### src/sv/rggc_pkg.sv
// Shared types, constants and the elaboration-time gamma table builder
// for the RGB gain and gamma correction core. No dependencies.
package rggc_pkg;

  // Pixel and gain widths.
  localparam int unsigned CHAN_W = 8;
  localparam int unsigned GAIN_W = 7;
  localparam int unsigned PROD_W = CHAN_W + GAIN_W;

  // Configuration port geometry.
  localparam int unsigned CFG_ADDR_W = 4;
  localparam int unsigned CFG_DATA_W = 32;

  // Register indexes.
  localparam logic [1:0] REG_NORMAL_WHITE = 2'd0;
  localparam logic [1:0] REG_NORMAL_COLOR = 2'd1;
  localparam logic [1:0] REG_PANEL_GREY   = 2'd2;
  localparam logic [1:0] REG_PANEL_COLOR  = 2'd3;

  localparam logic [GAIN_W-1:0] GAIN_RESET = GAIN_W'(100);

  // Floor division by 100 as a reciprocal multiply: exact for products below 43690.
  localparam int unsigned RECIP_100   = 5243;
  localparam int unsigned RECIP_W     = 13;
  localparam int unsigned RECIP_SHIFT = 19;
  localparam int unsigned QUOT_W      = 9;

  // Output ceiling and gamma curve setup.
  localparam logic [CHAN_W-1:0] CLAMP_MAX = CHAN_W'(250);
  localparam int unsigned GAMMA_MILLI_DEF = 2200;
  localparam logic [63:0] GAMMA_DEN = 64'd1000;
  localparam int unsigned FRAC_BITS = 31;
  localparam logic [63:0] ONE_Q = 64'd1 << FRAC_BITS;

  // The four gain registers as seen by the datapath.
  typedef struct packed {
    logic [GAIN_W-1:0] normal_white;
    logic [GAIN_W-1:0] normal_color;
    logic [GAIN_W-1:0] panel_grey;
    logic [GAIN_W-1:0] panel_color;
  } gains_t;

  // Scaled channel products between the two pipeline stages.
  typedef struct packed {
    logic [PROD_W-1:0] red;
    logic [PROD_W-1:0] green;
    logic [PROD_W-1:0] blue;
  } prod_t;

  typedef logic [255:0][CHAN_W-1:0] gamma_tab_t;

  // Integer square root, two bits per step.
  function automatic logic [63:0] isqrt64(logic [63:0] n_in);
    logic [63:0] n;
    logic [63:0] res;
    logic [63:0] bitv;
    n    = n_in;
    res  = 64'd0;
    bitv = 64'd1 << 62;
    for (int s = 0; s < 32; s++) begin
      if (bitv > n) begin
        bitv = bitv >> 2;
      end
    end
    for (int s = 0; s < 32; s++) begin
      if (bitv != 64'd0) begin
        if (n >= res + bitv) begin
          n   = n - (res + bitv);
          res = (res >> 1) + bitv;
        end else begin
          res = res >> 1;
        end
        bitv = bitv >> 2;
      end
    end
    return res;
  endfunction

  // Restoring shift-subtract quotient, used only while building the table.
  function automatic logic [63:0] udiv64(logic [63:0] num, logic [63:0] den);
    logic [63:0] rem;
    logic [63:0] quo;
    rem = 64'd0;
    quo = 64'd0;
    for (int b = 63; b >= 0; b--) begin
      rem = {rem[62:0], num[b]};
      if (rem >= den) begin
        rem    = rem - den;
        quo[b] = 1'b1;
      end
    end
    return quo;
  endfunction

  // log2(255/i) in Q31 for 1 <= i <= 255, by repeated squaring.
  function automatic logic [63:0] log2_ratio(logic [63:0] i);
    logic [63:0] k;
    logic [63:0] m;
    logic [63:0] frac;
    k    = 64'd0;
    frac = 64'd0;
    for (int s = 0; s < 8; s++) begin
      if ((i << (k + 64'd1)) <= 64'd255) begin
        k = k + 64'd1;
      end
    end
    m = udiv64(64'd255 << FRAC_BITS, i << k);
    for (int b = FRAC_BITS - 1; b >= 0; b--) begin
      m = (m * m) >> FRAC_BITS;
      if (m >= (ONE_Q << 1)) begin
        m       = m >> 1;
        frac[b] = 1'b1;
      end
    end
    return (k << FRAC_BITS) | frac;
  endfunction

  // Gamma curve round(255*(i/255)^gamma) in fixed point, already held to
  // the output ceiling so the datapath needs no clamp after the lookup.
  function automatic gamma_tab_t build_gamma(int unsigned gamma_milli);
    gamma_tab_t  tab;
    logic [63:0] root [FRAC_BITS+1];
    logic [63:0] e;
    logic [63:0] q;
    logic [63:0] f;
    logic [63:0] acc;
    logic [63:0] y;
    logic [63:0] v;
    logic [63:0] gm;
    gm      = 64'(gamma_milli);
    root[0] = ONE_Q >> 1;
    for (int j = 1; j <= FRAC_BITS; j++) begin
      root[j] = isqrt64(root[j-1] << FRAC_BITS);
    end
    tab[0] = (gm == 64'd0) ? CLAMP_MAX : CHAN_W'(0);
    for (int i = 1; i < 256; i++) begin
      e   = (log2_ratio(64'(i)) * gm + 64'd500) / GAMMA_DEN;
      q   = e >> FRAC_BITS;
      f   = e & (ONE_Q - 64'd1);
      acc = ONE_Q;
      for (int j = 1; j <= FRAC_BITS; j++) begin
        if (f[FRAC_BITS-j]) begin
          acc = (acc * root[j]) >> FRAC_BITS;
        end
      end
      y = 64'd255 * acc;
      y = (q >= 64'd63) ? 64'd0 : (y >> q);
      v = (y + (ONE_Q >> 1)) >> FRAC_BITS;
      if (v > 64'(CLAMP_MAX)) begin
        v = 64'(CLAMP_MAX);
      end
      tab[i] = v[CHAN_W-1:0];
    end
    return tab;
  endfunction

endpackage

### src/sv/rggc_regs.sv
// Gain register file behind the APB-style configuration port.
// Depends on rggc_pkg for widths, register indexes and gains_t.
module rggc_regs (
  input  logic                           clk,
  input  logic                           rst_n,
  input  logic                           cfg_psel,
  input  logic                           cfg_penable,
  input  logic                           cfg_pwrite,
  input  logic [rggc_pkg::CFG_ADDR_W-1:0] cfg_paddr,
  input  logic [rggc_pkg::CFG_DATA_W-1:0] cfg_pwdata,
  output logic [rggc_pkg::CFG_DATA_W-1:0] cfg_prdata,
  output logic                           cfg_pready,
  output rggc_pkg::gains_t               gains
);
  import rggc_pkg::*;

  gains_t     gains_r;
  logic       wr_en;
  logic [1:0] reg_idx;

  assign cfg_pready = 1'b1;
  assign wr_en      = cfg_psel & cfg_penable & cfg_pwrite;
  assign reg_idx    = cfg_paddr[3:2];
  assign gains      = gains_r;

  // Register writes land in the access cycle; only the low seven bits are kept.
  always_ff @(posedge clk) begin
    if (!rst_n) begin
      gains_r.normal_white <= GAIN_RESET;
      gains_r.normal_color <= GAIN_RESET;
      gains_r.panel_grey   <= GAIN_RESET;
      gains_r.panel_color  <= GAIN_RESET;
    end else if (wr_en) begin
      unique case (reg_idx)
        REG_NORMAL_WHITE: gains_r.normal_white <= cfg_pwdata[GAIN_W-1:0];
        REG_NORMAL_COLOR: gains_r.normal_color <= cfg_pwdata[GAIN_W-1:0];
        REG_PANEL_GREY:   gains_r.panel_grey   <= cfg_pwdata[GAIN_W-1:0];
        REG_PANEL_COLOR:  gains_r.panel_color  <= cfg_pwdata[GAIN_W-1:0];
        default: ;
      endcase
    end
  end

  // Read-back mux.
  always_comb begin
    cfg_prdata = '0;
    unique case (reg_idx)
      REG_NORMAL_WHITE: cfg_prdata[GAIN_W-1:0] = gains_r.normal_white;
      REG_NORMAL_COLOR: cfg_prdata[GAIN_W-1:0] = gains_r.normal_color;
      REG_PANEL_GREY:   cfg_prdata[GAIN_W-1:0] = gains_r.panel_grey;
      REG_PANEL_COLOR:  cfg_prdata[GAIN_W-1:0] = gains_r.panel_color;
      default:          cfg_prdata = '0;
    endcase
  end

endmodule

### src/sv/rggc_scale.sv
// First pipeline stage: grey detection, gain selection and the per-channel
// gain multiply into the product register. Depends on rggc_pkg.
module rggc_scale (
  input  logic                        clk,
  input  logic                        rst_n,
  input  logic                        in_valid,
  output logic                        in_stall,
  input  logic                        in_action,
  input  logic [rggc_pkg::CHAN_W-1:0] in_red_in,
  input  logic [rggc_pkg::CHAN_W-1:0] in_green_in,
  input  logic [rggc_pkg::CHAN_W-1:0] in_blue_in,
  input  rggc_pkg::gains_t            gains,
  input  logic                        dn_ready,
  output logic                        prod_valid,
  output rggc_pkg::prod_t             prod
);
  import rggc_pkg::*;

  logic              prod_valid_r;
  logic              prod_valid_nxt;
  prod_t             prod_r;
  logic              grey;
  logic              accept;
  logic [GAIN_W-1:0] gain;

  // Grey pixels take the white gain of the selected target.
  assign grey = (in_red_in == in_green_in) && (in_green_in == in_blue_in);

  always_comb begin
    unique case ({in_action, grey})
      2'b00:   gain = gains.normal_color;
      2'b01:   gain = gains.normal_white;
      2'b10:   gain = gains.panel_color;
      default: gain = gains.panel_grey;
    endcase
  end

  // The stage takes a beat whenever its register is empty or draining.
  assign in_stall = prod_valid_r & ~dn_ready;
  assign accept   = in_valid & ~in_stall;

  always_comb begin
    prod_valid_nxt = prod_valid_r;
    if (accept) begin
      prod_valid_nxt = 1'b1;
    end else if (dn_ready) begin
      prod_valid_nxt = 1'b0;
    end
  end

  always_ff @(posedge clk) begin
    if (!rst_n) begin
      prod_valid_r <= 1'b0;
    end else begin
      prod_valid_r <= prod_valid_nxt;
    end
  end

  // Channel times gain percent; the divide by 100 follows in the next stage.
  always_ff @(posedge clk) begin
    if (accept) begin
      prod_r.red   <= PROD_W'(in_red_in)   * PROD_W'(gain);
      prod_r.green <= PROD_W'(in_green_in) * PROD_W'(gain);
      prod_r.blue  <= PROD_W'(in_blue_in)  * PROD_W'(gain);
    end
  end

  assign prod_valid = prod_valid_r;
  assign prod       = prod_r;

endmodule

### src/sv/rggc_gamma.sv
// Second pipeline stage: divide by 100, saturate, gamma table lookup and the
// result register. Depends on rggc_pkg for the table builder and types.
module rggc_gamma #(
  parameter int unsigned GAMMA_MILLI = rggc_pkg::GAMMA_MILLI_DEF
) (
  input  logic                        clk,
  input  logic                        rst_n,
  input  logic                        prod_valid,
  input  rggc_pkg::prod_t             prod,
  output logic                        up_ready,
  output logic                        out_valid,
  input  logic                        out_stall,
  output logic [rggc_pkg::CHAN_W-1:0] out_red_out,
  output logic [rggc_pkg::CHAN_W-1:0] out_green_out,
  output logic [rggc_pkg::CHAN_W-1:0] out_blue_out
);
  import rggc_pkg::*;

  // Gamma curve, clamped to the output ceiling, fixed at elaboration.
  localparam gamma_tab_t GammaTab = build_gamma(GAMMA_MILLI);

  localparam int unsigned MUL_W = PROD_W + RECIP_W;

  logic              out_valid_r;
  logic              out_valid_nxt;
  logic [CHAN_W-1:0] red_r;
  logic [CHAN_W-1:0] green_r;
  logic [CHAN_W-1:0] blue_r;
  logic [CHAN_W-1:0] idx_red;
  logic [CHAN_W-1:0] idx_green;
  logic [CHAN_W-1:0] idx_blue;
  logic              take;

  // Floor of product/100, held at 255 when the gain pushes past full scale.
  function automatic logic [CHAN_W-1:0] scale_index(logic [PROD_W-1:0] p);
    logic [MUL_W-1:0]  full;
    logic [QUOT_W-1:0] quo;
    full = MUL_W'(p) * MUL_W'(RECIP_100);
    quo  = full[RECIP_SHIFT +: QUOT_W];
    return quo[QUOT_W-1] ? {CHAN_W{1'b1}} : quo[CHAN_W-1:0];
  endfunction

  assign idx_red   = scale_index(prod.red);
  assign idx_green = scale_index(prod.green);
  assign idx_blue  = scale_index(prod.blue);

  // The result register frees up when empty or when its beat is taken.
  assign up_ready = ~out_valid_r | ~out_stall;
  assign take     = prod_valid & up_ready;

  always_comb begin
    out_valid_nxt = out_valid_r;
    if (take) begin
      out_valid_nxt = 1'b1;
    end else if (~out_stall) begin
      out_valid_nxt = 1'b0;
    end
  end

  always_ff @(posedge clk) begin
    if (!rst_n) begin
      out_valid_r <= 1'b0;
    end else begin
      out_valid_r <= out_valid_nxt;
    end
  end

  always_ff @(posedge clk) begin
    if (take) begin
      red_r   <= GammaTab[idx_red];
      green_r <= GammaTab[idx_green];
      blue_r  <= GammaTab[idx_blue];
    end
  end

  assign out_valid     = out_valid_r;
  assign out_red_out   = red_r;
  assign out_green_out = green_r;
  assign out_blue_out  = blue_r;

endmodule

### src/sv/rgb_gain_gamma_correction_core.sv
// Top level of the RGB gain and gamma correction core.
// Depends on rggc_pkg, rggc_regs, rggc_scale and rggc_gamma.
//
//   Channel  Direction  Handshake              Payload
//   in_      input      in_valid / in_stall    action, red_in, green_in, blue_in
//   out_     output     out_valid / out_stall  red_out, green_out, blue_out
//   cfg_     input      APB psel/penable       four 7-bit gain registers at 4*i
//
// Each pixel passes two register stages: the gain multiply fills the product
// register at the input beat, and divide-by-100 and the gamma table then fill
// the result register from the product register. One pixel is accepted every
// cycle while in_stall is low, that is, while the pipeline is not backed up.
// A stall on the output holds the result register and backs up through the
// product register to in_stall. Reset clears both valid flags and sets
// every gain to 100; the gamma table is a constant and needs no fill.
module rgb_gain_gamma_correction_core #(
  parameter int unsigned GAMMA_MILLI = rggc_pkg::GAMMA_MILLI_DEF
) (
  input  logic                            clk,
  input  logic                            rst_n,
  input  logic                            in_valid,
  output logic                            in_stall,
  input  logic                            in_action,
  input  logic [rggc_pkg::CHAN_W-1:0]     in_red_in,
  input  logic [rggc_pkg::CHAN_W-1:0]     in_green_in,
  input  logic [rggc_pkg::CHAN_W-1:0]     in_blue_in,
  output logic                            out_valid,
  input  logic                            out_stall,
  output logic [rggc_pkg::CHAN_W-1:0]     out_red_out,
  output logic [rggc_pkg::CHAN_W-1:0]     out_green_out,
  output logic [rggc_pkg::CHAN_W-1:0]     out_blue_out,
  input  logic                            cfg_psel,
  input  logic                            cfg_penable,
  input  logic                            cfg_pwrite,
  input  logic [rggc_pkg::CFG_ADDR_W-1:0] cfg_paddr,
  input  logic [rggc_pkg::CFG_DATA_W-1:0] cfg_pwdata,
  output logic [rggc_pkg::CFG_DATA_W-1:0] cfg_prdata,
  output logic                            cfg_pready
);
  import rggc_pkg::*;

  gains_t gains;
  prod_t  prod;
  logic   prod_valid;
  logic   dn_ready;

  // Gain registers.
  rggc_regs u_regs (
    .clk         (clk),
    .rst_n       (rst_n),
    .cfg_psel    (cfg_psel),
    .cfg_penable (cfg_penable),
    .cfg_pwrite  (cfg_pwrite),
    .cfg_paddr   (cfg_paddr),
    .cfg_pwdata  (cfg_pwdata),
    .cfg_prdata  (cfg_prdata),
    .cfg_pready  (cfg_pready),
    .gains       (gains)
  );

  // Gain selection and multiply.
  rggc_scale u_scale (
    .clk         (clk),
    .rst_n       (rst_n),
    .in_valid    (in_valid),
    .in_stall    (in_stall),
    .in_action   (in_action),
    .in_red_in   (in_red_in),
    .in_green_in (in_green_in),
    .in_blue_in  (in_blue_in),
    .gains       (gains),
    .dn_ready    (dn_ready),
    .prod_valid  (prod_valid),
    .prod        (prod)
  );

  // Divide, gamma lookup and result register.
  rggc_gamma #(
    .GAMMA_MILLI (GAMMA_MILLI)
  ) u_gamma (
    .clk           (clk),
    .rst_n         (rst_n),
    .prod_valid    (prod_valid),
    .prod          (prod),
    .up_ready      (dn_ready),
    .out_valid     (out_valid),
    .out_stall     (out_stall),
    .out_red_out   (out_red_out),
    .out_green_out (out_green_out),
    .out_blue_out  (out_blue_out)
  );

endmodule

### config.mk
export PLATFORM = sky130hd
export DESIGN_NAME = rgb_gain_gamma_correction_core
export DESIGN_NICKNAME = d
export VERILOG_FILES = /design/src/sv/rggc_pkg.sv /design/src/sv/rggc_regs.sv /design/src/sv/rggc_scale.sv /design/src/sv/rggc_gamma.sv /design/src/sv/rgb_gain_gamma_correction_core.sv
export SDC_FILE = /design/constraint.sdc
export NUM_CORES = 1
export LEC_CHECK = 0
export ABC_AREA = 0
export BUFFER_PORTS_ARGS = -buffer_cell sky130_fd_sc_hd__buf_2
export CAP_MARGIN = 5
export CORE_MARGIN = 1.5
export CORE_UTILIZATION = 45
export CTS_CLUSTER_SIZE = 12
export DETAILED_ROUTE_END_ITERATION = 8
export HOLD_SLACK_MARGIN = 0.1
export PLACE_DENSITY = 0.64
export SKIP_CTS_REPAIR_TIMING = 1
export SYNTH_ARGS = -nofsm -noshare
export SYNTH_HDL_FRONTEND = slang
export SYNTH_SLANG_ARGS = --single-unit
### constraint.sdc
create_clock -name clk -period 15.4 [get_ports clk]
set_clock_uncertainty 0.1 [all_clocks]
set_input_delay 3.08 -clock clk [delete_from_list [all_inputs] [get_ports clk]]
set_output_delay 3.08 -clock clk [all_outputs]
set_load 0.02 [all_outputs]
==> results of run 1 <==
[final timing paths]
path / from / to / slack (ns) / depth (start not counted)
max: in_blue_in[1] / u_scale.prod[29] / 6.41 / 26
min: u_regs.gains[9] / u_regs.gains[9] / 0.41 / 2
max reg2reg: u_scale.prod[12] / u_gamma.out_blue_out[2] / 7.18 / 23
min reg2reg: u_regs.gains[9] / u_regs.gains[9] / 0.41 / 2
[tightest hold or removal path, delay by kind of cell (launching register included)]
family,cells,cell delay [ns]
flops,1,0.35
mux,1,0.07
simple gates,1,0.06
[routing by layer]
layer,up-vias,GRT usage,wire (µm)
met4,0,0.0600,1270
met1,9922,0.317,29800
met2,706,0.377,29600
li1,9755,-,-
met5,-,0,0
met3,102,0.0292,3630
[state kept, by name, indices dropped and copies added, names as in the netlist]
| name | cells |
|---|---|
| u_regs.gains | 28 |
| u_scale.prod_valid | 1 |
| u_scale.prod | 45 |
| u_gamma.out_green_out | 8 |
| u_gamma.out_blue_out | 8 |
| u_gamma.out_valid | 1 |
| u_gamma.out_red_out | 8 |
[logic make-up after synthesis]
logic type / share of synthesized area
flip-flops: 0.106
AO/OA/AOI/OAI: 0.161
adder cells (fa/ha/maj): 0.446
XOR/XNOR: 0.0219
AND/OR/NAND/NOR: 0.140
other: 0.000298
buffers and inverters: 0.0960
multiplexers: 0.0288
[layout make-up]
type                    count  area share
flip-flops and latches     99       0.101
clock inverters             7     0.00260
repair buffers            104      0.0226
inverters                 461      0.0654
multi-input cells        2157       0.765
clock buffers               9     0.00851
well taps                 748      0.0354
[per-stage QoR]
| stage | instances | setup slack, ns | hold slack (ns) | cell area (µm²) | util |
|---|---|---|---|---|---|
| detailed placement | 3569 | 6.03 | 0.382 | 26200 | 0.474 |
| global route | 3585 | 6.04 | 0.435 | 26500 | 0.479 |
| floorplan | 2860 | 6.39 | 0.354 | 25300 | - |
| finish | 3585 | 6.41 | 0.406 | 26500 | 0.479 |
| CTS | 3585 | 6.44 | 0.404 | 26500 | 0.479 |
| global placement | 3569 | 6.09 | 0.368 | 26200 | 0.474 |
[cell usage in the layout (no fill, tap or decap), types with 12 or more instances in the layout]
master	instances
inv_1	459
ha_1	429
fa_1	294
nand2_1	185
a21oi_1	141
and2_1	140
nor2_1	125
o21ai_0	89
buf_2	73
edfxtp_1	69
nor3_1	63
nand3_1	52
xnor2_1	46
mux2i_1	40
o211ai_1	35
a211oi_1	35
buf_4	31
dfxtp_1	30
a31oi_1	28
a21o_1	27
nor2b_1	27
conb_1	26
o22ai_1	21
o21a_1	20
nor4_1	19
and3_1	18
nand4_1	18
xor2_1	16
mux4_2	14
o21bai_1	13
or3_1	13
o2111ai_1	12
o31ai_1	12
o311ai_0	12
==> results.md, run 1 <==
- Sequential cell area: 2670 µm²
- Dpl hpwl: 50,200 µm
- Max incr delay on CP: 0.76 ns
- Setup crit start kind: input pin
- Setup CP Type: in -> reg
- EDFF count, synth: 69
- Ys flop type: edfxtp_1
- Top cells by area, synth: fa_1 23%, ha_1 21%, edfxtp_1 8.2%, inv_1 6.8%, and2_1 3.5%
- Yosys Warn Count: 0
- Setup TNS: 0 ns
- Gr ovfl total: 0
- Max Freq: 111 MHz
- Root Driver: clkbuf_16
- Final #Nets: 3,623
- RePlAce Congestion: 0.964
- FF+latch count, synth: 99
- Outcome: finished, final reports clean
- Die Y: 240 µm
- Die X-Extent: 240 µm
- Final Max Slew Viols: 0
- Slew @ Worst Pin: 1.13 ns
- Critical-path cell with the highest stage delay: mux4_2
- Ports: 127
- Vias in the first global route: 20,900
- Post-layout min period: 8.99 ns
- DR vias/cell: 5.71
- CTS buffer count: 9
- DR iter-0 viols: 1,639
- Largest net degree at the start of global routing: 46
- Vias: 20,500
- Clk buf depth: 2
- Clk pin slew, worst setup/hold paths: 0.08 ns
- Most numerous cell in the Yosys netlist: inv_1
- Drt total wl: 64,300 µm
- Mean post-synth cell area: 8.89 µm²
- CTS H-tree lvls: 3
- Most used cell, CP: inv_1
- Post-synthesis instance total: 2,836
- First-pass GRT wire length: 107,000 µm
- Buf/Inv on CP: 7
- DR WL/cell: 17.9 µm
- Core area: 55,200 µm²
- Slew HR: 0.244
- Family with the most delay on the worst path: adder cells
- Commonest cells in the netlist: 459 x inv_1, 429 x ha_1, 294 x fa_1
- Hold Violations, Final: 0
- Crit path max fanout: 24
- Dominant cell type by area after synthesis: fa_1
- Setup crit end kind: register
- Asr flop ratio synth: 0
- Unrepaired setup endpoints after global routing: false
- Die area: 57,400 µm²
- Final period util: 0.584
- Post-Synthesis Cell Area: 25,200 µm²
- Post-synth top area share: 0.234
- Clock Latency Late Sink: 0.40 ns
- Clk sinks: 99
- Final setup fails: 0
- Worst path required time: 15.45 ns
- Layout area overhead: 5.00%
- # rows: 86
- Drt drc: 0
- Initial Util: 0.457
- Filler Cell Count: 5,218
- Max Cap Viol: 0
- Sequential area share after synthesis: 0.106
- Share of cells above drive strength 1: 0.0575
- Post-DRT Antenna Nets: 0
- GRT Util Overall: 0.229
- Area of the multi-input gates: 20,200 µm²
- Worst hold-check path type: reg -> reg
- Initial antenna violation count: 0
- Input/output buffers: 73
- DRT Pass-1 Iters: 6
- CTS tree: built
- Synth cell types: 89
- ANT cells: 0
- Worst EP arrival: 9.03 ns
Power of run 1 is not shown: default switching activity piles up to over one toggle a cycle in this logic, so the estimate is an artifact.
==> run 2, diff against run 1 <==
--- a/config.mk
+++ b/config.mk
@@ -5,7 +5,7 @@
 export SDC_FILE = /design/constraint.sdc
 export NUM_CORES = 1
 export LEC_CHECK = 0
-export ABC_AREA = 0
+export ABC_AREA = 1
 export BUFFER_PORTS_ARGS = -buffer_cell sky130_fd_sc_hd__buf_2
 export CAP_MARGIN = 5
 export CORE_MARGIN = 1.5
@@ -13,7 +13,7 @@
 export CTS_CLUSTER_SIZE = 12
 export DETAILED_ROUTE_END_ITERATION = 8
 export HOLD_SLACK_MARGIN = 0.1
-export PLACE_DENSITY = 0.64
+export PLACE_DENSITY = 0.66
 export SKIP_CTS_REPAIR_TIMING = 1
 export SYNTH_ARGS = -nofsm -noshare
 export SYNTH_HDL_FRONTEND = slang
==> constraint.sdc (replaced) <==
create_clock -name clk -period 7.45 [get_ports clk]
set_clock_uncertainty 0.1 [all_clocks]
set_input_delay 1.49 -clock clk [delete_from_list [all_inputs] [get_ports clk]]
set_output_delay 1.49 -clock clk [all_outputs]
set_load 0.02 [all_outputs]
==> run 2 against run 1 <==
Net effect:
- synthesized cell count is 25% higher
- critical path depth is 6 higher
- register-to-register slack got worse by 6.4 ns
- worst setup slack got worse by 5.8 ns
- utilization is 0.39 points higher
- sequential cell count unchanged
- final area increased by 3.0%
- critical path type unchanged
- largest cell class unchanged
- highest routed layer unchanged
==> results.md, run 2 <==
- XOR/XNOR Fraction of Synth Area: 0.0143 (was 0.0219)
- Clk pin slew, worst setup/hold paths: 0.08 ns (about the same)
- Unrepaired setup endpoints after global routing: false (unchanged)
- CTS H-tree lvls: 3 (unchanged)
- Mean post-synth cell area: 7.27 µm² (was 8.89 µm²)
- Setup crit start kind: input pin (unchanged)
- Most common cell after layout, fill and taps aside: nand2_1 (was inv_1)
- Commonest cells after routing, fill and taps aside: 875 x nand2_1, 698 x inv_1, 429 x ha_1 (was 459 x inv_1, 429 x ha_1, 294 x fa_1)
- Sequential area share after synthesis: 0.104 (was 0.106)
- Top cells by area, synth: fa_1 23%, ha_1 21%, nand2_1 13%, inv_1 10%, edfxtp_1 8.1% (was fa_1 23%, ha_1 21%, edfxtp_1 8.2%, inv_1 6.8%, and2_1 3.5%)
- First-pass GRT wire length: 107,000 µm (about the same)
- Core area: 56,400 µm² (was 55,200 µm²)
- Dpl hpwl: 52,600 µm (was 50,200 µm)
- Area of the multi-input gates: 20,000 µm² (was 20,200 µm²)
- GRT Util Overall: 0.220 (was 0.229)
- Vias in the first global route: 22,200 (was 20,900)
- Crit path max fanout: 12 (was 24)
- Drt drc: 0 (unchanged)
- Worst Hold Path Cells: 2 (unchanged)
- Max incr delay on CP: 0.51 ns (was 0.76 ns)
- # rows: 87 (was 86)
- Setup CP Type: in -> reg (unchanged)
- Filler Cell Count: 5,729 (was 5,218)
- Root Driver: clkbuf_16 (unchanged)
- Slew @ Worst Pin: 1.16 ns (was 1.13 ns)
- Most numerous cell in the Yosys netlist: nand2_1 (was inv_1)
- Compound-gate portion of the synthesized area: 0.0602 (was 0.161)
- Sequential cell area: 2670 µm² (unchanged)
- WHS Endpoint: u_regs.gains[5] (was u_regs.gains[9])
- Dominant cell type by area after synthesis: fa_1 (unchanged)
- Yosys Warn Count: 0 (unchanged)
- Post-Synthesis Cell Area: 25,700 µm² (was 25,200 µm²)
- Post-DRT Antenna Nets: 0 (unchanged)
- DR iter-0 viols: 1,409 (was 1,639)
- Post-synthesis mux area share: 0 (was 0.0288)
- Slew HR: 0.222 (was 0.244)
- Initial antenna violation count: 1 (was 0)
- Final Max Slew Viols: 0 (unchanged)
- EDFF count, synth: 69 (unchanged)
- Max FFs per register: 45 (unchanged)
- Reg-to-Reg End: u_gamma.out_green_out[2] (was u_gamma.out_blue_out[2])
- Setup crit end kind: register (unchanged)
- Input/output buffers: 73 (unchanged)
- CTS buffer count: 9 (unchanged)
- Layout area overhead: 6.02% (was 5.00%)
- Critical-path cell with the highest stage delay: fa_1 (was mux4_2)
- Final #Nets: 4,400 (was 3,623)
- Final setup fails: 0 (unchanged)
- Ports: 127 (unchanged)
- Outcome: finished, final reports clean (unchanged)
- Reg2reg start: u_scale.prod[23] (was u_scale.prod[12])
- Post-synthesis instance total: 3,534 (was 2,836)
- Register-to-Register Path Depth: 29 (was 23)
- Worst path required time: 7.50 ns (was 15.45 ns)
- Drt total wl: 62,400 µm (was 64,300 µm)
- DR WL/cell: 14.3 µm (was 17.9 µm)
- DRT Pass-1 Iters: 7 (was 6)
- Vias: 21,900 (was 20,500)
- Gr ovfl total: 0 (unchanged)
- Die Y: 242 µm (was 240 µm)
- R2R setup slack: 0.83 ns (was 7.18 ns)
- Max Freq: 146 MHz
- Asr flop ratio synth: 0 (unchanged)
- Hold path startpoint: u_regs.gains[5] (was u_regs.gains[9])
- Clock Latency Late Sink: 0.40 ns (about the same)
- Post-layout min period: 6.83 ns
- Synth Area in Adders: 0.438 (was 0.446)
- Hold Violations, Final: 0 (unchanged)
- DR vias/cell: 5.02 (was 5.71)
- Clk buf depth: 2 (unchanged)
- Max Cap Viol: 0 (unchanged)
- Ys flop type: edfxtp_1 (unchanged)
- Post-synth top area share: 0.229 (was 0.234)
- Worst hold-check path type: reg -> reg (unchanged)
- Setup TNS: 0 ns (unchanged)
- Worst EP arrival: 6.88 ns (was 9.03 ns)
- Largest net degree at the start of global routing: 46 (unchanged)
- Main combinational cell family by area after synthesis: adder cells (unchanged)
- Final period util: 0.917
- Clk sinks: 99 (unchanged)
- Most used cell, CP: nor2_1 (was inv_1)
- Commonest cells in the netlist: 875 x nand2_1, 699 x inv_1, 429 x ha_1 (was 459 x inv_1, 429 x ha_1, 294 x fa_1)
- CTS tree: built (unchanged)
- Die area: 58,600 µm² (was 57,400 µm²)
- Initial Util: 0.456 (was 0.457)
- Die X-Extent: 242 µm (was 240 µm)
- Synth cell types: 51 (was 89)
- Post-synthesis simple-gate area fraction: 0.260 (was 0.140)
- Share of cells above drive strength 1: 0.0609 (was 0.0575)
- RePlAce Congestion: 0.972 (was 0.964)
- FF+latch count, synth: 99 (unchanged)
==> run 2: cell types whose count changed after synthesis, moves of 25 or more <==
cell,previous run,this run
a211oi_1,36,2
nor3_1,63,14
nand3_1,52,200
nand2_1,185,875
and2_1,140,5
nand4_1,18,47
mux2i_1,40,0
xnor2_1,47,13
clkbuf_1,81,11
inv_1,459,699
nor2_1,125,373
nor2b_1,28,0
o211ai_1,35,10
==> run 2: area by class of cell <==
type                            instances  share of cell area
Timing Repair Buffer                  115              0.0250
Antenna cell                            1           0.0000918
Clock buffer                            9             0.00826
Sequential cell                        99              0.0980
Multi-Input combinational cell       2663               0.732
Inverter                              721              0.0993
Tap cell                              756              0.0347
Clock inverter                          7             0.00262
==> run 2: metrics by stage <==
step,instance area (µm²),hold WS (ns),setup slack (ns),util,cells
final,27300,0.401,0.621,0.483,4371
after global routing,27300,0.434,0.0380,0.483,4370
after CTS,27300,0.397,0.636,0.483,4370
after detailed placement,27000,0.385,0.214,0.478,4354
after global placement,27000,0.379,0.242,0.478,4354
after floorplan,25800,0.351,0.580,-,3558
==> run 2: worst max path at each step <==
stage / start / end / slack, ns / cells after the start
floorplan: in_green_in[5] / u_scale.prod[13] / 0.58 / 31
global placement: in_green_in[7] / u_scale.prod[13] / 0.24 / 33
detailed placement: in_green_in[7] / u_scale.prod[29] / 0.21 / 32
CTS: in_green_in[7] / u_scale.prod[29] / 0.64 / 32
global route: in_green_in[7] / u_scale.prod[13] / 0.04 / 35
finish: in_green_in[7] / u_scale.prod[29] / 0.62 / 32
==> run 2: critical path: cells and delay by family <==
kind                       cells  cell delay [ns]
and+or+nand+nor                8             1.02
buffers and inverters          8             0.86
xor gates and xnor gates       1             0.07
adders and majority gates      5             2.22
AOI/OAI and AO/OA             10             1.22
==> run 2: logic make-up (layout without fill, tap and decap cells) <==
kind of cell / Yosys count / count (layout)
AND/OR/NAND/NOR: 1585 / 1585
flip-flops: 99 / 99
other: 2 / 27
adder cells (fa/ha/maj): 723 / 723
XOR/XNOR: 42 / 42
buffers and inverters: 796 / 852
AO/OA/AOI/OAI: 287 / 287
==> run 2: per-layer routing <==
layer | vias to the layer above | GRT usage | part of all wire
met5 | - | 0 | 0
met4 | 0 | 0.0621 | 0.026
met3 | 108 | 0.0301 | 0.048
met2 | 550 | 0.374 | 0.46
met1 | 10200 | 0.292 | 0.46
li1 | 11100 | - | -
Power of run 2 is left out for the same reason.
==> run 3, diff against run 2 <==
==> constraint.sdc (replaced) <==
create_clock -name clk -period 5.9 [get_ports clk]
set_clock_uncertainty 0.1 [all_clocks]
set_input_delay 1.18 -clock clk [delete_from_list [all_inputs] [get_ports clk]]
set_output_delay 1.18 -clock clk [all_outputs]
set_load 0.02 [all_outputs]
==> run 3 against run 2 <==
Net effect:
- the flow now finishes with violations (negative setup slack)
- final cell count rose by 9.4%
- die area unchanged
- count of clock-buffer cells in the layout unchanged
- largest cell class unchanged
==> results.md, run 3 (synthesis results as in run 2) <==
- Max Cap Viol: 0 (unchanged)
- Setup crit start kind: input pin (unchanged)
- DR WL/cell: 14.7 µm (was 14.3 µm)
- Slew @ Worst Pin: 1.10 ns (was 1.16 ns)
- Max incr delay on CP: 0.52 ns (was 0.51 ns)
- Critical-path cell with the highest stage delay: fa_1 (unchanged)
- Setup TNS: -1.49 ns (was 0 ns)
- Met2 Use GR: 0.407 (was 0.374)
- Finished layout cell area: 32,500 µm² (was 27,300 µm²)
- Vias: 23,900 (was 21,900)
- GRT met3 Usage: 0.0245 (was 0.0301)
- Placed cell area: 29,500 µm² (was 27,000 µm²)
- R2R setup slack: 0.11 ns (was 0.83 ns)
- Register-to-Register Path Depth: 33 (was 29)
- Reg-to-Reg End: u_gamma.out_red_out[2] (was u_gamma.out_green_out[2])
- Hold Violations, Final: 0 (unchanged)
- Met1 track utilization from global routing: 0.297 (was 0.292)
- Crit path max fanout: 5 (was 12)
- Largest net degree at the start of global routing: 46 (unchanged)
- Unrepaired setup endpoints after global routing: true (was false)
- Final Max Slew Viols: 0 (unchanged)
- Die area: 58,600 µm² (unchanged)
- Ports: 127 (unchanged)
- GRT Max-Usage Layer: met2 (unchanged)
- Commonest cells after routing, fill and taps aside: 793 x nand2_1, 647 x inv_1, 400 x buf_4 (was 875 x nand2_1, 698 x inv_1, 429 x ha_1)
- Drt drc: 0 (unchanged)
- First-pass GRT wire length: 112,000 µm (was 107,000 µm)
- Most used cell, CP: fa_1 (was nor2_1)
- Clk buf depth: 2 (unchanged)
- Core area: 56,400 µm² (unchanged)
- RePlAce Congestion: 0.952 (was 0.972)
- # rows: 87 (unchanged)
- Final setup fails: 12 (was 0)
- Final period util: 1.04
- Hold path startpoint: u_regs.gains[2] (was u_regs.gains[5])
- Post-DRT Antenna Nets: 0 (unchanged)
- Share of cells above drive strength 1: 0.243 (was 0.0609)
- Initial antenna violation count: 0 (was 1)
- Setup crit end kind: register (unchanged)
- GRT Util Overall: 0.231 (was 0.220)
- Input/output buffers: 73 (unchanged)
- Clock Latency Late Sink: 0.40 ns (about the same)
- Drt total wl: 70,300 µm (was 62,400 µm)
- Die Y: 242 µm (unchanged)
- Vias in the first global route: 23,600 (was 22,200)
- Initial Util: 0.456 (unchanged)
- Worst EP arrival: 6.16 ns (was 6.88 ns)
- Gr ovfl total: 0 (unchanged)
- Root Driver: clkbuf_16 (unchanged)
- CTS tree: built (unchanged)
- Worst hold-check path type: reg -> reg (unchanged)
- Post-layout min period: 6.13 ns
- Final #Nets: 4,812 (was 4,400)
- Worst path required time: 5.94 ns (was 7.50 ns)
- Clk sinks: 99 (unchanged)
- Most common cell after layout, fill and taps aside: nand2_1 (unchanged)
- Dpl hpwl: 57,600 µm (was 52,600 µm)
- Layout area overhead: 26.5% (was 6.02%)
- Post-route setup slack: -0.225 ns (was 0.621 ns)
- WHS Endpoint: u_regs.gains[2] (was u_regs.gains[5])
- DR iter-0 viols: 1,288 (was 1,409)
- DR vias/cell: 5.00 (was 5.02)
- Outcome: finished, violations left (was finished, final reports clean)
- CTS H-tree lvls: 3 (unchanged)
- Setup CP Type: in -> reg (unchanged)
- Max Freq: 163 MHz
- Worst Hold Path Cells: 2 (unchanged)
- Slew HR: 0.269 (was 0.222)
- Clk pin slew, worst setup/hold paths: 0.08 ns (about the same)
- Die X-Extent: 242 µm (unchanged)
- Reg2reg start: u_scale.prod[37] (was u_scale.prod[23])
- CTS buffer count: 9 (unchanged)
- ANT cells: 0 (was 1)
- Failing checks: negative setup slack
- Max FFs per register: 45 (unchanged)
- DRT Pass-1 Iters: 5 (was 7)
[run 3: worst max-delay path, delay by kind of cell]
kind                     cells  cell delay, ns
XOR/XNOR                     1            0.07
AND/OR/NAND/NOR              6            0.62
adder cells (fa/ha/maj)      5            2.19
AO/OA/AOI/OAI               11            1.36
buffers and inverters        8            0.73
[run 3: stage by stage]
| stage | hold WS, ns | instances | setup slack, ns | utilization |
|---|---|---|---|---|
| floorplan | 0.351 | 3558 | -0.265 | - |
| global placement | 0.395 | 4662 | -0.728 | 0.523 |
| detailed placement | 0.394 | 4662 | -0.823 | 0.523 |
| CTS | 0.406 | 4678 | -0.403 | 0.529 |
| global route | 0.429 | 4782 | -0.536 | 0.577 |
| finish | 0.404 | 4782 | -0.225 | 0.577 |
[run 3: worst max path at each step]
stage	endpoint	start
final	u_scale.prod[29]	in_red_in[2]
after global routing	u_scale.prod[28]	in_red_in[2]
after CTS	u_scale.prod[44]	in_red_in[2]
after detailed placement	u_scale.prod[44]	in_red_in[2]
after global placement	u_scale.prod[44]	in_green_in[2]
after floorplan	u_scale.prod[44]	in_green_in[5]
[run 3: cell type report]
class,count,area [µm²]
clock buffers,9,225
clock inverters,7,71.3
fillers,5194,23900
inverters,721,2760
multi-input cells,2665,21800
flip-flops and latches,99,2670
well taps,756,946
repair buffers,524,4050
repair inverters,1,7.51
[run 3: metal layers]
metal / wire, µm / up-vias
met4: 2160 / 0
met1: 31000 / 11100
met2: 34300 / 643
met5: 0 / -
li1: - / 12000
met3: 2920 / 162
Power of run 3 is left out for the same reason.
